$ cat src/hw/rtl/lpht_pkg.sv
package lpht_pkg;

  localparam int unsigned KEY_W  = 31;
  localparam int unsigned CFG_W  = 7;
  localparam int unsigned SLOT_W = 6;
  localparam int unsigned OP_W   = 2;
  localparam int unsigned STAT_W = 2;

  localparam logic [CFG_W-1:0] SLOT_COUNT_RST = 7'd64;

  typedef enum logic [1:0] {
    TAG_EMPTY   = 2'd0,
    TAG_USED    = 2'd1,
    TAG_DELETED = 2'd2
  } tag_e;

  typedef enum logic [OP_W-1:0] {
    OP_INSERT = 2'd0,
    OP_SEARCH = 2'd1,
    OP_DELETE = 2'd2
  } op_e;

  typedef enum logic [STAT_W-1:0] {
    ST_OK        = 2'd0,
    ST_NOT_FOUND = 2'd1,
    ST_FULL      = 2'd2
  } status_e;

  typedef struct packed {
    logic rd_en;
    logic wr_en;
    logic wr_key_en;
    tag_e wr_tag;
  } mem_cmd_t;

endpackage

$ cat src/hw/rtl/lpht_mod.sv
module lpht_mod #(
  parameter int unsigned N_W   = 7,
  parameter int unsigned IDX_W = 6
) (
  input  logic                     clk_i,
  input  logic                     rst_ni,
  input  logic                     start_i,
  input  logic [lpht_pkg::KEY_W-1:0] key_i,
  input  logic [N_W-1:0]           n_i,
  output logic                     done_o,
  output logic [IDX_W-1:0]         rem_o
);
  import lpht_pkg::*;

  localparam int unsigned DVD_W = KEY_W + 1;
  localparam int unsigned BITS  = 2;
  localparam int unsigned STEPS = DVD_W / BITS;
  localparam int unsigned CNT_W = $clog2(STEPS);

  logic             busy_q;
  logic             done_q;
  logic [CNT_W-1:0] cnt_q;
  logic [N_W-1:0]   rem_q, rem_d;
  logic [DVD_W-1:0] dvd_q;

  // two restoring remainder steps per cycle
  always_comb begin
    logic [N_W:0] t;
    rem_d = rem_q;
    for (int j = 0; j < BITS; j++) begin
      t = {rem_d, dvd_q[DVD_W-1-j]};
      if (t >= {1'b0, n_i}) begin
        rem_d = N_W'(t - {1'b0, n_i});
      end else begin
        rem_d = N_W'(t);
      end
    end
  end

  always_ff @(posedge clk_i or negedge rst_ni) begin
    if (!rst_ni) begin
      busy_q <= 1'b0;
      done_q <= 1'b0;
      cnt_q  <= '0;
    end else if (start_i) begin
      busy_q <= 1'b1;
      done_q <= 1'b0;
      cnt_q  <= '0;
    end else if (busy_q) begin
      cnt_q <= cnt_q + 1'b1;
      if (cnt_q == CNT_W'(STEPS - 1)) begin
        busy_q <= 1'b0;
        done_q <= 1'b1;
      end
    end else begin
      done_q <= 1'b0;
    end
  end

  always_ff @(posedge clk_i) begin
    if (start_i) begin
      rem_q <= '0;
      dvd_q <= {1'b0, key_i};
    end else if (busy_q) begin
      rem_q <= rem_d;
      dvd_q <= dvd_q << BITS;
    end
  end

  assign done_o = done_q;
  assign rem_o  = IDX_W'(rem_q);

endmodule

$ cat src/hw/rtl/lpht_store.sv
module lpht_store #(
  parameter int unsigned MAX_SLOTS = 64,
  parameter int unsigned IDX_W     = 6
) (
  input  logic                       clk_i,
  input  logic                       rst_ni,
  input  lpht_pkg::mem_cmd_t         cmd_i,
  input  logic [IDX_W-1:0]           rd_addr_i,
  input  logic [IDX_W-1:0]           wr_addr_i,
  input  logic [lpht_pkg::KEY_W-1:0] wr_key_i,
  output lpht_pkg::tag_e             rd_tag_o,
  output logic [lpht_pkg::KEY_W-1:0] rd_key_o,
  output logic                       ready_o
);
  import lpht_pkg::*;

  tag_e             tag_mem [MAX_SLOTS];
  logic [KEY_W-1:0] key_mem [MAX_SLOTS];
  tag_e             rd_tag_q;
  logic [KEY_W-1:0] rd_key_q;
  logic             clr_busy_q;
  logic [IDX_W-1:0] clr_addr_q;

  // tag clearing sweep after reset
  always_ff @(posedge clk_i or negedge rst_ni) begin
    if (!rst_ni) begin
      clr_busy_q <= 1'b1;
      clr_addr_q <= '0;
    end else if (clr_busy_q) begin
      clr_addr_q <= clr_addr_q + 1'b1;
      if (clr_addr_q == IDX_W'(MAX_SLOTS - 1)) begin
        clr_busy_q <= 1'b0;
      end
    end
  end

  always_ff @(posedge clk_i) begin
    if (clr_busy_q) begin
      tag_mem[clr_addr_q] <= TAG_EMPTY;
    end else if (cmd_i.wr_en) begin
      tag_mem[wr_addr_i] <= cmd_i.wr_tag;
    end
    if (cmd_i.rd_en) begin
      rd_tag_q <= tag_mem[rd_addr_i];
    end
  end

  always_ff @(posedge clk_i) begin
    if (cmd_i.wr_key_en) begin
      key_mem[wr_addr_i] <= wr_key_i;
    end
    if (cmd_i.rd_en) begin
      rd_key_q <= key_mem[rd_addr_i];
    end
  end

  assign rd_tag_o = rd_tag_q;
  assign rd_key_o = rd_key_q;
  assign ready_o  = !clr_busy_q;

endmodule

$ cat src/hw/rtl/linear_probe_hash_table_core.sv
// a request first finds its home slot, then probes k slots, k = 1..slot count; an unused op skips both
// the home slot comes from a 2-bit-per-cycle remainder unit, then the probe reads one slot per cycle
// one request is in flight at a time
// reset: slot count returns to 64 and all slot tags are swept to empty, with in_ready_o
// low until the sweep ends; stored keys are not cleared
module linear_probe_hash_table_core #(
  parameter int unsigned MAX_SLOTS = 64
) (
  input  logic                        clk_i,
  input  logic                        rst_ni,
  input  logic                        cfg_we_i,
  input  logic [lpht_pkg::CFG_W-1:0]  cfg_wdata_i,
  input  logic                        in_valid_i,
  output logic                        in_ready_o,
  input  logic [lpht_pkg::OP_W-1:0]   op_i,
  input  logic [lpht_pkg::KEY_W-1:0]  key_i,
  output logic                        out_valid_o,
  input  logic                        out_ready_i,
  output logic [lpht_pkg::STAT_W-1:0] status_o,
  output logic [lpht_pkg::SLOT_W-1:0] slot_o
);
  import lpht_pkg::*;

  localparam int unsigned IDX_W = $clog2(MAX_SLOTS);
  localparam int unsigned N_W   = $clog2(MAX_SLOTS + 1);

  typedef enum logic [1:0] {
    S_IDLE,
    S_MOD,
    S_PROBE,
    S_DONE
  } state_e;

  state_e           state_q, state_d;
  logic [CFG_W-1:0] slot_count_q;
  logic [N_W-1:0]   n_cnt;
  logic [OP_W-1:0]  op_q, op_d;
  logic [KEY_W-1:0] key_q, key_d;
  logic [IDX_W-1:0] chk_ptr_q, chk_ptr_d;
  logic [IDX_W-1:0] rd_ptr_q, rd_ptr_d;
  logic [N_W-1:0]   chk_cnt_q, chk_cnt_d;
  status_e          res_status_q, res_status_d;
  logic [IDX_W-1:0] res_slot_q, res_slot_d;
  logic             out_valid_q, out_valid_d;
  status_e          out_status_q, out_status_d;
  logic [SLOT_W-1:0] out_slot_q, out_slot_d;

  logic             in_xfer;
  logic             mod_start;
  logic             mod_done;
  logic [IDX_W-1:0] mod_rem;
  mem_cmd_t         mem_cmd;
  logic [IDX_W-1:0] mem_rd_addr;
  tag_e             mem_rd_tag;
  logic [KEY_W-1:0] mem_rd_key;
  logic             mem_ready;

  function automatic logic [IDX_W-1:0] next_slot(input logic [IDX_W-1:0] p,
                                                 input logic [N_W-1:0] n);
    logic [N_W-1:0] p1;
    p1 = N_W'(p) + 1'b1;
    if (p1 == n) begin
      return '0;
    end
    return p + 1'b1;
  endfunction

  always_comb begin
    if (slot_count_q == '0) begin
      n_cnt = N_W'(1);
    end else if (32'(slot_count_q) > MAX_SLOTS) begin
      n_cnt = N_W'(MAX_SLOTS);
    end else begin
      n_cnt = N_W'(slot_count_q);
    end
  end

  always_ff @(posedge clk_i or negedge rst_ni) begin
    if (!rst_ni) begin
      slot_count_q <= SLOT_COUNT_RST;
    end else if (cfg_we_i) begin
      slot_count_q <= cfg_wdata_i;
    end
  end

  assign in_ready_o = (state_q == S_IDLE) && mem_ready;
  assign in_xfer    = in_valid_i && in_ready_o;

  // the write at the end of a request never meets a read of the next one:
  // every request spends the remainder cycles before its first read
  always_comb begin
    state_d      = state_q;
    op_d         = op_q;
    key_d        = key_q;
    chk_ptr_d    = chk_ptr_q;
    rd_ptr_d     = rd_ptr_q;
    chk_cnt_d    = chk_cnt_q;
    res_status_d = res_status_q;
    res_slot_d   = res_slot_q;
    out_valid_d  = out_valid_q && !out_ready_i;
    out_status_d = out_status_q;
    out_slot_d   = out_slot_q;
    mod_start    = 1'b0;
    mem_cmd      = '{rd_en: 1'b0, wr_en: 1'b0, wr_key_en: 1'b0, wr_tag: TAG_USED};
    mem_rd_addr  = rd_ptr_q;

    case (state_q)
      S_IDLE: begin
        if (in_xfer) begin
          op_d  = op_i;
          key_d = key_i;
          if (op_i == OP_INSERT || op_i == OP_SEARCH || op_i == OP_DELETE) begin
            mod_start = 1'b1;
            state_d   = S_MOD;
          end else begin
            res_status_d = ST_NOT_FOUND;
            res_slot_d   = '0;
            state_d      = S_DONE;
          end
        end
      end
      S_MOD: begin
        if (mod_done) begin
          mem_cmd.rd_en = 1'b1;
          mem_rd_addr   = mod_rem;
          chk_ptr_d     = mod_rem;
          rd_ptr_d      = next_slot(mod_rem, n_cnt);
          chk_cnt_d     = '0;
          state_d       = S_PROBE;
        end
      end
      S_PROBE: begin
        if (op_q == OP_INSERT && mem_rd_tag != TAG_USED) begin
          mem_cmd.wr_en     = 1'b1;
          mem_cmd.wr_key_en = 1'b1;
          mem_cmd.wr_tag    = TAG_USED;
          res_status_d      = ST_OK;
          res_slot_d        = chk_ptr_q;
          state_d           = S_DONE;
        end else if (op_q != OP_INSERT && mem_rd_tag == TAG_EMPTY) begin
          res_status_d = ST_NOT_FOUND;
          res_slot_d   = '0;
          state_d      = S_DONE;
        end else if (op_q != OP_INSERT && mem_rd_tag == TAG_USED && mem_rd_key == key_q) begin
          mem_cmd.wr_en  = (op_q == OP_DELETE);
          mem_cmd.wr_tag = TAG_DELETED;
          res_status_d   = ST_OK;
          res_slot_d     = chk_ptr_q;
          state_d        = S_DONE;
        end else if (chk_cnt_q + 1'b1 == n_cnt) begin
          res_status_d = (op_q == OP_INSERT) ? ST_FULL : ST_NOT_FOUND;
          res_slot_d   = '0;
          state_d      = S_DONE;
        end else begin
          mem_cmd.rd_en = 1'b1;
          chk_ptr_d     = rd_ptr_q;
          rd_ptr_d      = next_slot(rd_ptr_q, n_cnt);
          chk_cnt_d     = chk_cnt_q + 1'b1;
        end
      end
      S_DONE: begin
        if (!out_valid_q || out_ready_i) begin
          out_valid_d  = 1'b1;
          out_status_d = res_status_q;
          out_slot_d   = SLOT_W'(res_slot_q);
          state_d      = S_IDLE;
        end
      end
      default: begin
        state_d = S_IDLE;
      end
    endcase
  end

  always_ff @(posedge clk_i or negedge rst_ni) begin
    if (!rst_ni) begin
      state_q     <= S_IDLE;
      out_valid_q <= 1'b0;
    end else begin
      state_q     <= state_d;
      out_valid_q <= out_valid_d;
    end
  end

  always_ff @(posedge clk_i) begin
    op_q         <= op_d;
    key_q        <= key_d;
    chk_ptr_q    <= chk_ptr_d;
    rd_ptr_q     <= rd_ptr_d;
    chk_cnt_q    <= chk_cnt_d;
    res_status_q <= res_status_d;
    res_slot_q   <= res_slot_d;
    out_status_q <= out_status_d;
    out_slot_q   <= out_slot_d;
  end

  lpht_mod #(
    .N_W   (N_W),
    .IDX_W (IDX_W)
  ) u_mod (
    .clk_i   (clk_i),
    .rst_ni  (rst_ni),
    .start_i (mod_start),
    .key_i   (key_i),
    .n_i     (n_cnt),
    .done_o  (mod_done),
    .rem_o   (mod_rem)
  );

  lpht_store #(
    .MAX_SLOTS (MAX_SLOTS),
    .IDX_W     (IDX_W)
  ) u_store (
    .clk_i     (clk_i),
    .rst_ni    (rst_ni),
    .cmd_i     (mem_cmd),
    .rd_addr_i (mem_rd_addr),
    .wr_addr_i (chk_ptr_q),
    .wr_key_i  (key_q),
    .rd_tag_o  (mem_rd_tag),
    .rd_key_o  (mem_rd_key),
    .ready_o   (mem_ready)
  );

  assign out_valid_o = out_valid_q;
  assign status_o    = out_status_q;
  assign slot_o      = out_slot_q;

`ifndef SYNTHESIS
  a_one_request: assert property (@(posedge clk_i) disable iff (!rst_ni)
    in_valid_i && in_ready_o |=> !in_ready_o)
    else $error("request taken while another is in flight");

  a_probe_bound: assert property (@(posedge clk_i) disable iff (!rst_ni)
    state_q == S_PROBE |-> chk_cnt_q < n_cnt)
    else $error("probe ran past the slot count");

  a_home_range: assert property (@(posedge clk_i) disable iff (!rst_ni)
    state_q == S_MOD && mod_done |-> N_W'(mod_rem) < n_cnt)
    else $error("home slot out of range");

  a_fail_slot: assert property (@(posedge clk_i) disable iff (!rst_ni)
    out_valid_o && status_o != ST_OK |-> slot_o == '0)
    else $error("nonzero slot on failed request");
`endif

endmodule

$ cat config.mk
export PLATFORM = sky130hd
export DESIGN_NAME = linear_probe_hash_table_core
export DESIGN_NICKNAME = d
export VERILOG_FILES = /design/src/hw/rtl/lpht_pkg.sv /design/src/hw/rtl/lpht_mod.sv /design/src/hw/rtl/lpht_store.sv /design/src/hw/rtl/linear_probe_hash_table_core.sv
export SDC_FILE = /design/constraint.sdc
export NUM_CORES = 2
export LEC_CHECK = 0
export BUFFER_PORTS_ARGS = -buffer_cell sky130_fd_sc_hd__buf_2
export CELL_PAD_IN_SITES_DETAIL_PLACEMENT = 1
export CELL_PAD_IN_SITES_GLOBAL_PLACEMENT = 1
export CORE_MARGIN = 5
export CORE_UTILIZATION = 30
export DETAILED_ROUTE_END_ITERATION = 10
export HOLD_SLACK_MARGIN = 0.06
export PLACE_DENSITY_LB_ADDON = 0.1
export SLEW_MARGIN = 10
export SYNTH_ARGS = -nofsm -noshare
export SYNTH_HDL_FRONTEND = slang
export SYNTH_SLANG_ARGS = --single-unit
$ cat constraint.sdc
create_clock -name clk_i -period 8 [get_ports clk_i]
set_clock_uncertainty 0.05 [all_clocks]
set_input_delay 0.8 -clock clk_i [delete_from_list [all_inputs] [get_ports clk_i]]
set_output_delay 0.8 -clock clk_i [all_outputs]
set_load 0.02 [all_outputs]
Word level (Yosys, flattened, before mapping)
Memories as Yosys holds them, arrays and structs flattened. A register that Yosys moved wholly into a read port is not among the register bits.
Cells that the tools add are included.
{ "word_totals": {"regBits": 130, "ramBits": 2112, "inputBits": 45, "out_inout_bits": 10, "elab_cells": 187, "n_memories": 2} }
{ "mem_list": {"columns": ["name", "depth", "width", "rd", "rd_ports_with_merged_regs", "write_ports", "line", "rtl"], "rows": [
  ["u_store.key_mem", 64, 31, 1, 1, 1, "lpht_store.sv:18", "logic [KEY_W-1:0] key_mem [MAX_SLOTS];"],
  ["u_store.tag_mem", 64, 2, 1, 1, 1, "lpht_store.sv:17", "tag_e tag_mem [MAX_SLOTS];"]
]} }
{ "op_classes": {"addsub": 9, "order_cmp": 3, "n_eq_ne": 24, "n_mux": 101, "reduce_logical": 28} }
{ "op_table": {"columns": ["operator", "n"], "rows": [
  ["two-way mux 6 bit", 23],
  ["two-way mux 7 bit", 9],
  ["two-way mux 31 bit", 2],
  ["two-way mux 2 bit", 20],
  ["two-way mux 1 bit", 37],
  ["one-hot mux 6 bit (2 select lines)", 3],
  ["equality test 31 bit", 1],
  ["equality test 7 bit", 3],
  ["adder 6 x 1 -> 6 bit, second input constant", 3],
  ["greater-or-equal comparator 8 x 7 -> 1 bit", 2],
  ["adder 6 x 1 -> 7 bit, second input constant", 2],
  ["!= test 2 bit, second input constant", 7],
  ["one-hot mux 7 bit (2 select lines)", 1],
  ["subtractor 7 bit", 2],
  ["two-way mux 4 bit", 3],
  ["equality test 2 bit, second input constant", 4],
  ["logical NOT 2 bit", 4],
  ["one-hot mux 2 bit (4 select lines)", 1],
  ["AND reduction 4 bit", 2],
  ["nonzero test 2 bit", 4],
  ["adder 7 x 1 -> 7 bit, second input constant", 1],
  ["> comparator 7 bit, second input constant", 1],
  ["logical AND 1 bit", 7],
  ["logical NOT 7 bit", 1],
  ["other kinds (14)", 22]
]} }

Depth between registers and ports, before layout
{ "depth": {"word_depth": 16, "mapped_depth": 20, "depth_no_buf": 19} }

Hierarchy
A second synthesis with hierarchy kept.
{ "unflattened": {"hier_cells": 4177, "hier_area_um2": 88766.4} }
{ "modules_own_cells": {"columns": ["module", "instances", "cells_each", "area_per_inst_um2", "seq_area_each_um2"], "rows": [
  ["lpht_store", 1, 3624, 82009.9, 64588.2],
  ["linear_probe_hash_table_core", 1, 318, 4052.6, 2293.4],
  ["lpht_mod", 1, 235, 2703.8, 1241.2]
]} }

Worst setup path after synthesis
No wires, ideal clock.
{ "synth_path": {"path_kind": "reg2reg", "from": "register key_q[9]", "to": "memory u_store.tag_mem[0][0] in the netlist's numbering (data pin)", "setup_time_ps": 682, "t_arrival_ps": 4696, "t_required_ps": 7268, "slack_ps": 2573, "path_stages_with_launch": 7, "path_buffers": 0, "period_less_slack_ps": 5427, "cell_sequence": "edfxtp_1 -> xnor2_1 -> nand4_1 -> nor4_1 -> nand4_1 -> and2_1 -> nor3_1"} }
{ "synth_between": {"elab_chain_cells": 11, "elab_cells_between_ends": 14, "cone_classes": "1 x eq/ne; 11 x mux; 2 x reduce/logical"} }
{ "synth_rtl": {"columns": ["element", "line", "rtl"], "rows": [
  ["start, declared", "linear_probe_hash_table_core.sv:38", "logic [KEY_W-1:0] key_q, key_d;"],
  ["start signal, assigned", "linear_probe_hash_table_core.sv:187", "key_q <= key_d;"],
  ["equality test 31 bit (*)", "linear_probe_hash_table_core.sv:144", "end else if (op_q != OP_INSERT && mem_rd_tag == TAG_USED && mem_rd_key == key_q) begin"],
  ["logical AND 1 bit (*)", "linear_probe_hash_table_core.sv:144", null],
  ["two-way mux 1 bit", "linear_probe_hash_table_core.sv:144", null],
  ["two-way mux 2 bit", "linear_probe_hash_table_core.sv:140", "end else if (op_q != OP_INSERT && mem_rd_tag == TAG_EMPTY) begin"],
  ["two-way mux 1 bit", "linear_probe_hash_table_core.sv:133", "if (op_q == OP_INSERT && mem_rd_tag != TAG_USED) begin"],
  ["two-way mux 4 bit (*)", "linear_probe_hash_table_core.sv:107", "case (state_q)"],
  ["two-way mux 1 bit", "lpht_store.sv:40", "end else if (cmd_i.wr_en) begin"],
  ["two-way mux 1 bit", "lpht_store.sv:38", "if (clr_busy_q) begin"],
  ["two-way mux 1 bit (not written as such)", "lpht_store.sv:41", "tag_mem[wr_addr_i] <= cmd_i.wr_tag;"],
  ["OR reduction 2 bit (no source line)", null, null],
  ["two-way mux 2 bit (no source line) (*)", null, null],
  ["end, declared", "lpht_store.sv:17", null]
]} }
Mark *: on every way between the ends. The rest lies on a longest branch, timed or not.

Worst setup path in the final report
{ "layout_path": {"from": "register slot_count_q[3]", "to": "register u_mod.rem_q[0]"} }
{ "layout_between": {"elab_chain_cells": 7, "elab_cells_between_ends": 10, "cone_classes": "2 x add/sub; 3 x order compare; 4 x mux; 1 x reduce/logical"} }
{ "layout_rtl": {"columns": ["element", "line", "rtl"], "rows": [
  ["start, declared", "linear_probe_hash_table_core.sv:35", "logic [CFG_W-1:0] slot_count_q;"],
  ["start signal, assigned", "linear_probe_hash_table_core.sv:82", "slot_count_q <= cfg_wdata_i;"],
  ["> comparator 7 bit", "linear_probe_hash_table_core.sv:71", "end else if (32'(slot_count_q) > MAX_SLOTS) begin"],
  ["two-way mux 7 bit", "linear_probe_hash_table_core.sv:71", null],
  ["two-way mux 7 bit (*)", "linear_probe_hash_table_core.sv:69", "if (slot_count_q == '0) begin"],
  ["subtractor 7 bit / greater-or-equal comparator 8 x 7 -> 1 bit (equally long branches)", "lpht_mod.sv:33, lpht_mod.sv:32", null],
  ["two-way mux 7 bit", "lpht_mod.sv:32", "if (t >= {1'b0, n_i}) begin"],
  ["greater-or-equal comparator 8 x 7 -> 1 bit", "lpht_mod.sv:32", null],
  ["two-way mux 7 bit (*)", "lpht_mod.sv:32", null],
  ["end signal, assigned", "lpht_mod.sv:65", "rem_q <= rem_d;"],
  ["end, declared", "lpht_mod.sv:23", "logic [N_W-1:0] rem_q, rem_d;"]
]} }
Marked as above.
A chain may end at the register's enable or synchronous reset.

==> impl_metrics.json <==
{
  "final_cells": 9793,
  "dp_cells": 9316,
  "hold_path_depth": 1,
  "cpMostUsedCell": "a21oi_1",
  "p_switching_w": 0.0136,
  "grt_overflow": 0,
  "finalPower_w": 0.0380,
  "place_congestion": 0.782,
  "place_ws_ns": 1.87,
  "area_growth_pct": 16.0,
  "start_kind": "flip-flop",
  "drtIter0Drc": 5343,
  "hpwl_um": 201000,
  "drv_cap": 0,
  "postRouteAntennaNets": 0,
  "fp.dieArea_um2": 311000,
  "clockPowerShare_pct": 30.6,
  "hp-class": "in2reg",
  "path_delay_family": "compound AO/OA/AOI/OAI gates",
  "wl_um": 345000,
  "core_area_um2": 299000,
  "crit_chain": "nor3_1, a21oi_1, nor2_1, ha_1, inv_1, fa_1, a21o_1, a21oi_1, o211ai_1, a21oi_1, mux2_2, ha_1, a21o_1, a21oi_1, nor2b_1, o31a_1, nor4_4, mux2_2, a21oi_1",
  "start_util_pct": 30.1,
  "cp_num_cells": 19,
  "grt_pass1_wl_um": 469000,
  "worstPathArrival_ns": 6.81,
  "fin_ws_ns": 1.90,
  "cp_max_fo": 10,
  "synth_area_um2": 90100,
  "cp-end-kind": "flip-flop",
  "drive_gt1_share_pct": 17.6,
  "viasPerCell": 5.37,
  "cpPeakStageDelay_ns": 0.60,
  "p_int_w": 0.0244,
  "setup_violations": 0,
  "via_count": 52600,
  "cp.required_ns": 8.70,
  "syn_inst": 5395,
  "die_width_um": 558,
  "min_period_ns": 6.10,
  "slowest_stage": "a21oi_1",
  "antenna_found_initial": 32,
  "row_count": 201,
  "grt_max_degree": 94,
  "outcome": "finished clean",
  "ios": 55,
  "syn_nets": 5465,
  "path_clk_slew_ns": 0.06,
  "fmax_mhz": 164,
  "layout_worst_path_cycle_share_pct": 76.3,
  "synth_edf_count": 2244,
  "setup_tns_ns": 0,
  "worst_pin_slew_ns": 1.30,
  "clk_latency_ns": 0.85,
  "post-cts-setup-buffers": 0,
  "yosysWarnings": 0,
  "final_nets": 5704,
  "max_slew_margin_pct": 12.9,
  "power_frac_seq_pct": 38.0,
  "synth-async-reset-ratio_pct": 1.01,
  "combPwrFrac_pct": 31.4,
  "critPathKind": "reg2reg",
  "grt_pass1_vias": 53800,
  "firstDrtPassIters": 5,
  "yosys_register_bits": 2275,
  "leakagePower_nw": 33.5,
  "grt_setup_unrepaired": "false",
  "finalMaxSlewViolations": 0,
  "cts_max_path_buffers": 4,
  "yosysUniqueCellTypes": 89,
  "port-buffer-count": 54,
  "grt.total_usage_pct": 21.8,
  "cts-root-buf": "clkbuf_16",
  "ys_seq_area_share_pct": 75.6,
  "yosys_most_used_dff": "edfxtp_1",
  "swShare_pct": 35.9,
  "power_density_nw_per_um2": 364,
  "synth_area_per_cell_um2": 16.7,
  "wire_per_inst_um": 35.2,
  "ir_drop_mv": 0.206,
  "cts_inserted_buffers": 271,
  "reg2reg_depth": 19,
  "clkSinkCount": 2275,
  "hold_viol_final": 0,
  "htree_levels": 5,
  "die_h_um": 558,
  "cts_tree": "built",
  "path_buf_inv": 1,
  "drc_errors": 0
}
==> repair_timing <==
item / 4_1_cts / 5_1_grt
hold buffers: 2 / 0
gates resized for setup: 0 / 0
endpoints found under the setup margin: 0 / 0
endpoints found under the hold margin: 22 / 0
==> through the flow <==
stage / instance area, um^2 / utilization [%] / hold slack (ns)
after detailed placement: 96300 / 32.2 / 0.356
after global placement: 96300 / 32.2 / 0.360
after floorplan: 90100 / - / 0.350
final: 104000 / 34.9 / 0.128
after CTS: 104000 / 34.9 / 0.0624
after global routing: 104000 / 34.9 / 0.101
==> cell type report <==
| class | count | area [um^2] |
|---|---|---|
| Tap cell | 3958 | 4950 |
| Clock inverter | 119 | 868 |
| Multi-Input combinational cell | 2773 | 20900 |
| Sequential cell | 2275 | 68100 |
| Inverter | 29 | 109 |
| Antenna cell | 7 | 17.5 |
| Fill cell | 30100 | 195000 |
| Timing Repair Buffer | 284 | 2300 |
| Clock buffer | 348 | 7230 |
==> registers in the layout (all words and copies together), names as in the netlist, 2 cells and up <==
signal and flops:
chk_cnt_q 7, chk_ptr_q 6, key_q 31, op_q 2, rd_ptr_q 6, res_slot_q 6
res_status_q 2, slot_count_q 7, slot_o 6, state_q 2, status_o 2, u_mod.cnt_q 4
u_mod.dvd_q 32, u_mod.rem_q 7, u_store.clr_addr_q 6, u_store.key_mem 1984, u_store.rd_key_o 31, u_store.rd_tag_o 2
u_store.tag_mem 128
==> synth_stat cells, drive strengths merged (6+ instances only) <==
cell type  instances  area (um^2)
edfxtp          2244        67400
nand2            889         3340
nand3            281         1410
mux4             253         5700
buf              187         1140
nor2             179          679
clkbuf           131          492
mux2i            122         1220
and3             116          726
a31oi             92          588
a22oi             78          586
nand4             70          438
a211oi            66          495
a311oi            62          543
o21ai             60          300
a21oi             54          274
xnor2             52          455
a32oi             41          359
nand2b            30          188
inv               28          105
a221oi            27          236
mux2              27          304
a221o             25          250
ha                23          288
dfrtp             21          526
or3               18          113
nor3              17          111
xor2              17          149
nand3b            16          120
and2              14         87.6
nor2b             14         87.6
a31o              12          105
o2111ai           12          105
a22o              10         87.6
dfxtp              8          160
o211ai             8         60.1
nor4               6         52.6
o2bb2ai            6         52.6
==> power groups by stage <==
stage | sequential, W | clock, W | combinational [W]
2_1_floorplan | 0.0147 | 0 | 0.00677
3_3_place_gp | 0.0147 | 0 | 0.0120
3_5_place_dp | 0.0147 | 0 | 0.0120
4_1_cts | 0.0144 | 0.0119 | 0.0121
5_1_grt | 0.0145 | 0.0124 | 0.0127
6_report | 0.0144 | 0.0116 | 0.0119
==> layer usage <==
metal  up-vias  track usage (%)  wire [um]
met1     28800             31.3     156000
met4        14             4.64       7160
li1      21800                -          -
met2      1612             34.9     162000
met3       381             3.39      20200
met5         -                0        120
==> placed cells by master, fill, tap and decap left out, drive strengths merged, types with 60 or more instances in the layout <==
cell    count
a31oi      92
nand4      70
mux2i     122
nand2     889
mux4      253
a211oi     66
edfxtp   2244
buf       282
a22oi      78
and3      116
clkinv     98
a311oi     62
nand3     281
nor2      179
clkbuf    348
o21ai      60
==> logic make-up (layout without fill, tap and decap cells) <==
kind of cell / count (synthesis) / count (layout) / synth area share [%]
buffers and inverters: 347 / 780 / 1.93
AO/OA/AOI/OAI: 607 / 607 / 5.02
flip-flops: 2275 / 2275 / 75.6
adder cells (fa/ha/maj): 25 / 25 / 0.364
AND/OR/NAND/NOR: 1670 / 1670 / 8.35
XOR/XNOR: 69 / 69 / 0.671
other: 0 / 7 / 0
multiplexers: 402 / 402 / 8.02
==> final timing paths <==
| check | from | slack [ns] | endpoint |
|---|---|---|---|
| max | slot_count_q[3] | 1.90 | u_mod.rem_q[0] |
| min | key_i[1] | 0.13 | key_q[1] |
| min reg2reg | res_slot_q[0] | 0.37 | slot_o[0] |
| max reg2reg | slot_count_q[3] | 1.90 | u_mod.rem_q[0] |
| max in group asynchronous | rst_ni | 6.89 | state_q[0] |
| min in group asynchronous | rst_ni | 0.53 | slot_count_q[3] |
Power figures use the tool's default switching activity.
